===== src/rtl/core/fps_pkg.sv =====
// ----------------------------------------------------------------------------
// fps_pkg
// Shared types, widths and codes of the fixed-priority slack engine.
// ----------------------------------------------------------------------------
package fps_pkg;

   localparam int MAX_TASKS     = 16;
   localparam int TICK_BITS     = 32;
   localparam int IDX_BITS      = $clog2(MAX_TASKS);
   localparam int COUNT_BITS    = $clog2(MAX_TASKS + 1);
   localparam int DIV_CNT_BITS  = $clog2(TICK_BITS);
   localparam int ACT_BITS      = 3;
   localparam int CSR_ADDR_BITS = 2;
   localparam int CSR_DATA_BITS = 32;

   typedef logic [TICK_BITS-1:0] tick_type;

   typedef enum logic [ACT_BITS-1:0] {
      ACT_LOAD     = 3'd0,
      ACT_RUNTIME  = 3'd1,
      ACT_COMPUTE  = 3'd2,
      ACT_DEC_ALL  = 3'd3,
      ACT_DEC_HIGH = 3'd4,
      ACT_GAIN_LOW = 3'd5,
      ACT_QUERY    = 3'd6,
      ACT_NONE     = 3'd7
   } action_type;

   typedef enum logic [1:0] {
      MODE_WORK     = 2'd0,
      MODE_DEADLINE = 2'd1,
      MODE_SCAN     = 2'd2
   } sum_mode_type;

   typedef enum logic [4:0] {
      CMD_IDLE,
      CMD_LATCH,
      CMD_ERROR,
      CMD_WRITE_PARAM,
      CMD_WRITE_RUN,
      CMD_ADJUST,
      CMD_MIN_INIT,
      CMD_MIN_STEP,
      CMD_ENTRY,
      CMD_HIGHER,
      CMD_DIV_START,
      CMD_TERM_MUL,
      CMD_TERM_ADD,
      CMD_SUM_END,
      CMD_UPDATE,
      CMD_SCAN_INIT,
      CMD_SCAN_LOAD,
      CMD_SCAN_MUL,
      CMD_SCAN_CHECK,
      CMD_SCAN_TEST,
      CMD_SCAN_STEP,
      CMD_SCAN_NEXT,
      CMD_FINISH,
      CMD_EMIT
   } cmd_type;

   typedef struct packed {
      action_type   act;
      logic         idx_bad;
      logic         idx_zero;
      logic         hit;
      sum_mode_type mode;
      logic         j_zero;
      logic         div_done;
      logic         p_zero;
      logic         over;
      logic         t_lt_di;
      logic         carry;
      logic         sj_zero;
      logic         min_done;
   } dp_status_type;

endpackage


===== src/rtl/core/fps_ctrl.sv =====
// ----------------------------------------------------------------------------
// fps_ctrl
// Sequencer for the slack engine: decodes actions and steps the datapath.
// ----------------------------------------------------------------------------
module fps_ctrl (
   input  logic                   clock,
   input  logic                   reset,
   input  logic                   req_valid,
   output logic                   req_ready,
   output logic                   rsp_valid,
   input  logic                   rsp_ready,
   input  fps_pkg::dp_status_type status,
   output fps_pkg::cmd_type       cmd
);
   import fps_pkg::*;

   typedef enum logic [19:0] {
      S_IDLE       = 20'h00001,
      S_DECODE     = 20'h00002,
      S_HIGHER     = 20'h00004,
      S_DIV_START  = 20'h00008,
      S_DIV_WAIT   = 20'h00010,
      S_MUL        = 20'h00020,
      S_ADD        = 20'h00040,
      S_SUM_END    = 20'h00080,
      S_UPDATE     = 20'h00100,
      S_SCAN_INIT  = 20'h00200,
      S_SCAN_LOAD  = 20'h00400,
      S_SCAN_WAIT  = 20'h00800,
      S_SCAN_MUL   = 20'h01000,
      S_SCAN_CHECK = 20'h02000,
      S_SCAN_TEST  = 20'h04000,
      S_SCAN_STEP  = 20'h08000,
      S_SCAN_NEXT  = 20'h10000,
      S_FINISH     = 20'h20000,
      S_MIN        = 20'h40000,
      S_RESULT     = 20'h80000
   } state_type;

   state_type state_ff, state_in;
   logic      rsp_valid_ff, rsp_valid_in;
   logic      needs_index;
   logic      slot_free;

   assign needs_index = (status.act == ACT_LOAD) || (status.act == ACT_RUNTIME)
                     || (status.act == ACT_COMPUTE) || (status.act == ACT_DEC_HIGH)
                     || (status.act == ACT_GAIN_LOW);
   assign slot_free   = !rsp_valid_ff || rsp_ready;

   always_comb begin
      state_in     = state_ff;
      cmd          = CMD_IDLE;
      rsp_valid_in = rsp_valid_ff && !rsp_ready;
      unique case (state_ff)
         S_IDLE: begin
            if (req_valid) begin
               cmd      = CMD_LATCH;
               state_in = S_DECODE;
            end
         end
         S_DECODE: begin
            if (needs_index && status.idx_bad) begin
               cmd      = CMD_ERROR;
               state_in = S_RESULT;
            end else begin
               unique case (status.act)
                  ACT_LOAD: begin
                     cmd      = CMD_WRITE_PARAM;
                     state_in = S_RESULT;
                  end
                  ACT_RUNTIME: begin
                     cmd      = CMD_WRITE_RUN;
                     state_in = S_RESULT;
                  end
                  ACT_COMPUTE: begin
                     cmd      = CMD_ENTRY;
                     state_in = status.idx_zero ? S_RESULT : S_HIGHER;
                  end
                  ACT_DEC_ALL, ACT_DEC_HIGH, ACT_GAIN_LOW: begin
                     cmd      = CMD_ADJUST;
                     state_in = S_RESULT;
                  end
                  ACT_QUERY: begin
                     cmd      = CMD_MIN_INIT;
                     state_in = S_MIN;
                  end
                  default: begin
                     state_in = S_RESULT;
                  end
               endcase
            end
         end
         S_HIGHER: begin
            cmd      = CMD_HIGHER;
            state_in = status.hit ? S_RESULT : S_DIV_START;
         end
         S_DIV_START: begin
            cmd      = CMD_DIV_START;
            state_in = S_DIV_WAIT;
         end
         S_DIV_WAIT: begin
            if (status.div_done) begin
               state_in = S_MUL;
            end
         end
         S_MUL: begin
            cmd      = CMD_TERM_MUL;
            state_in = S_ADD;
         end
         S_ADD: begin
            cmd      = CMD_TERM_ADD;
            state_in = status.j_zero ? S_SUM_END : S_DIV_START;
         end
         S_SUM_END: begin
            cmd      = CMD_SUM_END;
            state_in = (status.mode == MODE_WORK) ? S_DIV_START : S_UPDATE;
         end
         S_UPDATE: begin
            cmd      = CMD_UPDATE;
            state_in = (status.mode == MODE_DEADLINE) ? S_SCAN_INIT : S_SCAN_STEP;
         end
         S_SCAN_INIT: begin
            cmd      = CMD_SCAN_INIT;
            state_in = S_SCAN_LOAD;
         end
         S_SCAN_LOAD: begin
            cmd      = CMD_SCAN_LOAD;
            state_in = status.p_zero ? S_SCAN_NEXT : S_SCAN_WAIT;
         end
         S_SCAN_WAIT: begin
            if (status.div_done) begin
               state_in = S_SCAN_MUL;
            end
         end
         S_SCAN_MUL: begin
            cmd      = CMD_SCAN_MUL;
            state_in = S_SCAN_CHECK;
         end
         S_SCAN_CHECK: begin
            cmd      = CMD_SCAN_CHECK;
            state_in = status.over ? S_SCAN_NEXT : S_SCAN_TEST;
         end
         S_SCAN_TEST: begin
            cmd      = CMD_SCAN_TEST;
            state_in = status.t_lt_di ? S_DIV_START : S_SCAN_NEXT;
         end
         S_SCAN_STEP: begin
            cmd      = CMD_SCAN_STEP;
            state_in = status.carry ? S_SCAN_NEXT : S_SCAN_TEST;
         end
         S_SCAN_NEXT: begin
            cmd      = CMD_SCAN_NEXT;
            state_in = status.sj_zero ? S_FINISH : S_SCAN_LOAD;
         end
         S_FINISH: begin
            cmd      = CMD_FINISH;
            state_in = S_RESULT;
         end
         S_MIN: begin
            cmd = CMD_MIN_STEP;
            if (status.min_done) begin
               state_in = S_RESULT;
            end
         end
         S_RESULT: begin
            if (slot_free) begin
               cmd          = CMD_EMIT;
               rsp_valid_in = 1'b1;
               state_in     = S_IDLE;
            end
         end
         default: begin
            state_in = S_IDLE;
         end
      endcase
   end

   always_ff @(posedge clock) begin
      if (reset) begin
         state_ff     <= S_IDLE;
         rsp_valid_ff <= 1'b0;
      end else begin
         state_ff     <= state_in;
         rsp_valid_ff <= rsp_valid_in;
      end
   end

   assign req_ready = (state_ff == S_IDLE);
   assign rsp_valid = rsp_valid_ff;

endmodule

===== config.mk =====
export PLATFORM = sky130hd
export DESIGN_NAME = fps_ctrl
export DESIGN_NICKNAME = d
export VERILOG_FILES = /design/src/rtl/core/fps_pkg.sv /design/src/rtl/core/fps_ctrl.sv
export SDC_FILE = /design/constraint.sdc
export NUM_CORES = 1
export LEC_CHECK = 0
export BUFFER_PORTS_ARGS = -buffer_cell sky130_fd_sc_hd__buf_2
export CORE_ASPECT_RATIO = 0.6
export CORE_MARGIN = 3
export CORE_UTILIZATION = 45
export DETAILED_ROUTE_END_ITERATION = 16
export GPL_ROUTABILITY_DRIVEN = 0
export PLACE_DENSITY = 0.66
export SYNTH_ARGS = -nofsm -noshare
export SYNTH_HDL_FRONTEND = slang
export SYNTH_SLANG_ARGS = --single-unit

===== constraint.sdc =====
create_clock -name clock -period 3.28 [get_ports clock]
set_input_delay 0.82 -clock clock [delete_from_list [all_inputs] [get_ports clock]]
set_output_delay 0.82 -clock clock [all_outputs]
set_load 0.01 [all_outputs]

==> metrics.log, run 1 <==
[metrics] outcome: finished clean
[metrics] net count after synthesis: 216
[metrics] largest net degree at the start of global routing: 14
[metrics] initial core utilization: 48.4%
[metrics] GRT busiest layer: met2
[metrics] highest attainable clock frequency: 313 MHz
[metrics] top-area cell type share of the netlist area: 26.0%
[metrics] number of placed I/O pins: 27
[metrics] total congestion overflow: 0
[metrics] height of the die: 52.4 um
[metrics] Total Die Area: 0.00437 mm2
[metrics] antenna violations before repair: 0
[metrics] CTS root buffer: clkbuf_8
[metrics] part of the Yosys area used for sequential elements: 26.0%
[metrics] count of different cell masters after synthesis: 62
[metrics] global-route wire length before repair: 7970 um
[metrics] Min-Delay Path Class: register to register
[metrics] most frequent cell after synthesis: nor2_1
[metrics] met1 Usage GRT: 32.2%
[metrics] DRC violation count after routing: 0
[metrics] leakage component of the power: 0.724 nW
[metrics] Setup-failing EPs final: 0
[metrics] clk sink count: 21
[metrics] worst slew margin relative to its limit: 61.0%
[metrics] aggregate negative setup slack: 0 ps
[metrics] FF+latch area: 422 um2
[metrics] fin nets: 248
[metrics] cell row count: 16
[metrics] H-tree depth: 1
[metrics] clock group share of total power: 27.8%
[metrics] cell type contributing the most total cell area after synthesis: dfxtp_1
[metrics] dominant cells by area after synthesis: dfxtp_1, nor2_1, nor4_4
[metrics] power density over cell area: 352 mW/mm2
[metrics] via count of the first global-routing pass: 1575
[metrics] largest voltage drop on the vdd net: 0.000163 V
[metrics] Avg Vias per Cell: 6.46
[metrics] number of diodes: 0
[metrics] clock tree buffer depth: 2
[metrics] relative area change from synthesis to final layout: 14.1%
[metrics] fill cell instance count of the final layout: 321
[metrics] dominant synthesized flop cell: dfxtp_1
[metrics] Seq pwr share: 41.8%
[metrics] combinational power share: 30.3%
[metrics] count of endpoints failing hold in the final timing report: 0
[metrics] CP required: 2460 ps
[metrics] Arr. time, crit path: 2370 ps
[metrics] gate count after technology mapping: 196
[metrics] remaining number of nets flagged by the antenna check after routing: 0
[metrics] pre-CTS setup slack: 296 ps
[metrics] violation count after the first detailed-routing iteration: 223
[metrics] global routing usage summed across all routing layers: 23.4%
[metrics] clock network latency to the later pin of the worst-skew pair: 270 ps
[metrics] worst hold-check slack: 532 ps
[metrics] GR Layer Usage met2: 37.2%
[metrics] area of combinational cells with multiple inputs: 0.00110 mm2
[metrics] sort of element at the start of the critical path: register
[metrics] async set or reset register ratio after synthesis: 0%
[metrics] CTS Hold Buffers Added: 0
[metrics] Final HPWL DP: 3820 um
[metrics] sw frac: 34.8%
[metrics] Final Max Tran Viols: 0
[metrics] category of the worst setup path capture point: primary output
[metrics] fin crit period: 3190 ps
[metrics] Floorplan Core Area: 0.00334 mm2
[metrics] post-route non-filler standard cell count: 272
[metrics] number of enable flip-flop cells after synthesis: 0
[metrics] transition time of the tightest slew-check pin: 585 ps
[metrics] floorplan die width: 83.4 um
[metrics] Cell Count Post-Placement: 267
[metrics] first-pass detailed-route iteration total: 5
[metrics] average detailed-routed wire length per instance: 18.1 um
[metrics] max-cap viol count: 0
[metrics] Internal Dissipation: 0.423 mW
[metrics] GR met3 Demand/Resource: 5.18%
[metrics] summed instance area of the synthesized netlist: 0.00162 mm2
[metrics] register clock-pin slew on the reported worst setup and hold paths: 90 ps
[metrics] clock tree from TritonCTS: built
[metrics] largest clock skew in the final design: 8.23 ps
[metrics] final critical-path setup slack: 87.6 ps
[metrics] I/O Buffers: 26
[metrics] maximum fanout count along the critical path: 6
[metrics] fraction of the cycle the final worst path needs: 97.3%
[metrics] fraction of layout instances using a drive strength above 1: 30.4%
[metrics] clock buffers created by TritonCTS: 3
[metrics] YS warnings: 0
[metrics] switching power total: 0.226 mW
[metrics] critical setup path kind: register to primary output
[metrics] unrepaired setup endpoints after global routing: no
[metrics] routed wire length: 4910 um
[metrics] post-synthesis average cell area: 8.25 um2
[metrics] number of storage elements in the synthesis netlist: 21
[metrics] via count: 1756
[metrics] list of most frequent post-synthesis cells: nor2_1, dfxtp_1, nand2_1, nand3_1
==> stage by stage <==
step / power [mW] / utilization [%] / instance area [um2]
floorplan: 0.410 / - / 1620
global placement: 0.458 / 53.3 / 1780
detailed placement: 0.461 / 53.3 / 1780
CTS: 0.640 / 54.9 / 1830
global route: 0.680 / 55.2 / 1840
finish: 0.649 / 55.2 / 1840
==> flip-flops by register name, summed over array words and instances (netlist names) <==
register / cells
state_ff: 20
rsp_valid: 1
==> final cells by class <==
type	count	area share, %
flip-flops and latches	21	22.9
clock buffers	4	2.44
repair buffers	35	10.7
multi-input cells	161	59.7
inverters	6	1.22
well taps	45	3.05
==> placed cells by master, fill, tap and decap left out, drive strengths merged, types with 3 or more instances in the layout <==
master  instances
a21oi           9
a221oi          3
and3            5
buf            35
clkbuf          4
dfxtp          21
inv             6
nand2          11
nand2b          4
nand3          11
nand3b          4
nand4           7
nand4b          4
nor2           30
nor2b           3
nor3            9
nor3b           4
nor4            6
nor4b           4
o21ai           8
or3             5
xnor2           3
==> critical path, cell delays in order, from the launching register on <==
cell and delay [ps]:
dfxtp_1 380, or4_4 580, nor4_4 280, buf_4 180, and2_1 150, nand4b_1 110, and3_1 220, nand4_1 80
buf_2 130
==> path summary, 6_finish.rpt <==
check	from	to	slack, ps	cells past startpoint
min reg2reg	state_ff[4]	state_ff[4]	530	2
max	state_ff[9]	cmd[1]	90	8
min	state_ff[4]	state_ff[4]	530	2
max reg2reg	state_ff[19]	state_ff[16]	640	8
==> cells by family after synthesis <==
kind of cell	after synthesis	share of synthesized area, %
compound gates	39	17.6
xor+xnor	4	2.17
buf+inv	14	6.42
flops	21	26.0
mux	1	0.697
simple gates	117	47.1
==> layer usage <==
layer | vias to the layer above | wire [um]
met5 | - | 0
met4 | 0 | 82
met3 | 12 | 492
met2 | 101 | 2110
met1 | 839 | 2230
li1 | 804 | -
==> timing repair <==
action,in CTS,in global routing
buffers inserted,1,0
gates resized for setup,0,3
pin swaps,1,1
endpoints found under the setup margin,1,3
==> power by group through the flow <==
stage                     registers [mW]  clock network (mW)  logic, mW
after CTS                          0.271               0.181      0.189
after floorplan                    0.269                   0      0.141
after global placement             0.276                   0      0.182
final                              0.272               0.181      0.197
after detailed placement           0.277                   0      0.185
after global routing               0.272               0.193      0.216
No activity file was read; power rests on OpenSTA's default activity.
==> run 2, diff against run 1 <==
- CORE_UTILIZATION: 45 -> 55
- CTS_BUF_LIST: unset -> sky130_fd_sc_hd__clkbuf_2
- PLACE_DENSITY: 0.66 -> 0.78
- clock period: 3.28 -> 4 ns (I/O delays scaled with it)
==> metrics.log, run 2 (same netlist as run 1, synthesis figures left out) <==
[metrics] outcome: finished clean (unchanged)
[metrics] max-cap viol count: 0 (unchanged)
[metrics] violation count after the first detailed-routing iteration: 329 (was 223)
[metrics] height of the die: 48.0 um (was 52.4 um)
[metrics] clock tree buffer depth: 2 (unchanged)
[metrics] maximum fanout count along the critical path: 10 (was 6)
[metrics] first-pass detailed-route iteration total: 5 (unchanged)
[metrics] total congestion overflow: 0 (unchanged)
[metrics] Finished Cell Area: 0.00176 mm2 (was 0.00184 mm2)
[metrics] Final Max Tran Viols: 0 (unchanged)
[metrics] floorplan die width: 76.0 um (was 83.4 um)
[metrics] remaining number of nets flagged by the antenna check after routing: 0 (unchanged)
[metrics] number of diodes: 0 (unchanged)
[metrics] largest voltage drop on the vdd net: 0.000144 V (was 0.000163 V)
[metrics] top cell family by delay on the critical path: simple AND/OR/NAND/NOR gates (unchanged)
[metrics] critical setup path kind: register to primary output (unchanged)
[metrics] Setup-failing EPs final: 0 (unchanged)
[metrics] number of placed I/O pins: 27 (unchanged)
[metrics] transition time of the tightest slew-check pin: 620 ps (was 585 ps)
[metrics] highest attainable clock frequency: 269 MHz
[metrics] largest clock skew in the final design: 26.2 ps (was 8.23 ps)
[metrics] unrepaired setup endpoints after global routing: no (unchanged)
[metrics] cell type of the slowest stage on the worst timing path: or4_4 (unchanged)
[metrics] category of the worst setup path capture point: primary output (unchanged)
[metrics] via count: 1717 (was 1756)
[metrics] global-route wire length before repair: 7320 um (was 7970 um)
[metrics] hold wc startpoint: state_ff[4] (unchanged)
[metrics] switching power total: 0.176 mW (was 0.226 mW)
[metrics] global routing usage summed across all routing layers: 25.9% (was 23.4%)
[metrics] Area after DPL: 0.00174 mm2 (was 0.00178 mm2)
[metrics] Min-Delay Path Class: register to register (unchanged)
[metrics] register clock-pin slew on the reported worst setup and hold paths: 230 ps (was 90 ps)
[metrics] most common cell after layout, fill and taps aside: buf_2 (unchanged)
[metrics] clock buffers created by TritonCTS: 3 (unchanged)
[metrics] I/O Buffers: 26 (unchanged)
[metrics] Floorplan Core Area: 0.00265 mm2 (was 0.00334 mm2)
[metrics] post-CTS sizing: 0 (unchanged)
[metrics] initial core utilization: 61.1% (was 48.4%)
[metrics] clk sink count: 21 (unchanged)
[metrics] aggregate negative setup slack: 0 ps (unchanged)
[metrics] leading cell types in the layout, fill and taps excluded: buf_2, nor2_1, dfxtp_1 (unchanged)
[metrics] CP Launch Point: state_ff[16] (was state_ff[9])
[metrics] cell row count: 14 (was 16)
[metrics] Total Die Area: 0.00365 mm2 (was 0.00437 mm2)
[metrics] via count of the first global-routing pass: 1487 (was 1575)
[metrics] routed wire length: 4540 um (was 4910 um)
[metrics] CP required: 3000 ps (was 2460 ps)
[metrics] Final HPWL DP: 3540 um (was 3820 um)
[metrics] crit path cell chain: or4_4, nor4_4, nand2_1, nor3_2, a221oi_1, nand4_1, buf_2 (was or4_4, nor4_4, buf_4, and2_1, nand4b_1, and3_1, nand4_1, buf_2)
[metrics] Buffers & Inverters on Critical Path: 1 (was 2)
[metrics] fraction of the cycle the final worst path needs: 92.9%
[metrics] clock tree from TritonCTS: built (unchanged)
[metrics] startpoint of the worst-slack reg-to-reg timing path: state_ff[16] (was state_ff[19])
[metrics] PnR Total Power: 0.471 mW (was 0.649 mW)
[metrics] clock group share of total power: 19.8% (was 27.8%)
[metrics] Avg Vias per Cell: 6.58 (was 6.46)
[metrics] fraction of layout instances using a drive strength above 1: 28.1% (was 30.4%)
[metrics] power density over cell area: 268 mW/mm2 (was 352 mW/mm2)
[metrics] fin crit period: 3720 ps
[metrics] sw frac: 37.4% (was 34.8%)
[metrics] register-to-register path setup slack: 1340 ps (was 640 ps)
[metrics] Internal Dissipation: 0.295 mW (was 0.423 mW)
[metrics] delay of the slowest critical-path stage: 590 ps (was 580 ps)
[metrics] CTS root buffer: clkbuf_2 (was clkbuf_8)
[metrics] fin nets: 242 (was 248)
[metrics] post-CTS repair timing setup buffer count: 0 (was 1)
[metrics] count of endpoints failing hold in the final timing report: 0 (unchanged)
[metrics] flip-flop count of the largest register, all copies and words added: 20 (unchanged)
[metrics] DRC violation count after routing: 0 (unchanged)
[metrics] antenna violations before repair: 0 (unchanged)
[metrics] CTS Hold Buffers Added: 0 (unchanged)
[metrics] largest net degree at the start of global routing: 14 (unchanged)
[metrics] worst slew margin relative to its limit: 58.7% (was 61.0%)
[metrics] H-tree depth: 1 (unchanged)
[metrics] Seq pwr share: 47.6% (was 41.8%)
[metrics] combinational power share: 32.6% (was 30.3%)
[metrics] leakage component of the power: 0.690 nW (was 0.724 nW)
[metrics] relative area change from synthesis to final layout: 8.75% (was 14.1%)
[metrics] sort of element at the start of the critical path: register (unchanged)
[metrics] Arr. time, crit path: 2720 ps (was 2370 ps)
[metrics] clock network latency to the later pin of the worst-skew pair: 350 ps (was 270 ps)
[metrics] register name with the most flops: state_ff (unchanged)
[metrics] average detailed-routed wire length per instance: 17.4 um (was 18.1 um)
-- run 2: cell types whose count changed in the layout (fill, tap and decap cells not counted) --
cell,previous run,this run
nor3_2,0,1
clkbuf_8,3,0
dfxtp_2,1,0
clkinv_2,0,1
clkbuf_2,0,3
nand2_2,1,0
nand2_1,10,11
buf_4,9,3
dfxtp_1,20,21
nor3_4,2,1
clkbuf_1,1,0
-- run 2: path summary, 6_finish.rpt --
kind,depth (start not counted),endpoint
worst max register to register,6,state_ff[10]
worst max-delay path,7,cmd[2]
worst min-delay path,2,state_ff[4]
worst min register to register,2,state_ff[4]
-- run 2: final cells by class --
type                       instances  area (um2)
clock inverter                     1        5.00
clock buffer                       3        15.0
timing repair buffer              29         153
tap                               40        50.0
sequential                        21         420
multi-input combinational        161        1090
fill                             226         887
inverter                           6        22.5
-- run 2: power by group through the flow --
| stage | Sequential [mW] | Clock (mW) | Combinational (mW) |
|---|---|---|---|
| 5_1_grt | 0.225 | 0.106 | 0.164 |
| 3_5_place_dp | 0.228 | 0 | 0.149 |
| 6_report | 0.224 | 0.0933 | 0.153 |
| 4_1_cts | 0.223 | 0.0975 | 0.149 |
| 2_1_floorplan | 0.221 | 0 | 0.116 |
| 3_3_place_gp | 0.227 | 0 | 0.145 |
-- run 2: metal layers --
metal | track usage (%) | routed length, um | vias up
met5 | 0 | 0 | -
met1 | 34.9 | 2000 | 791
met3 | 7.33 | 539 | 10
met4 | 6.86 | 41 | 0
met2 | 41.7 | 1960 | 122
li1 | - | - | 794
-- run 2: stage by stage --
step                      instances  setup slack [ps]  util (%)  hold WS [ps]
after floorplan                 196               987         -           487
after global placement          257               830      65.7           507
after detailed placement        257               742      65.7           507
after CTS                       261               303      66.5           533
after global routing            261              93.6      66.5           558
final                           261               284      66.5           538
-- run 2: worst register-to-register path, cell delays in order (launching register included) --
cell	delay, ps
dfxtp_1	480
or4_4	590
nor4_4	370
nand4b_2	200
a21oi_2	290
or3_1	560
nor2_2	90
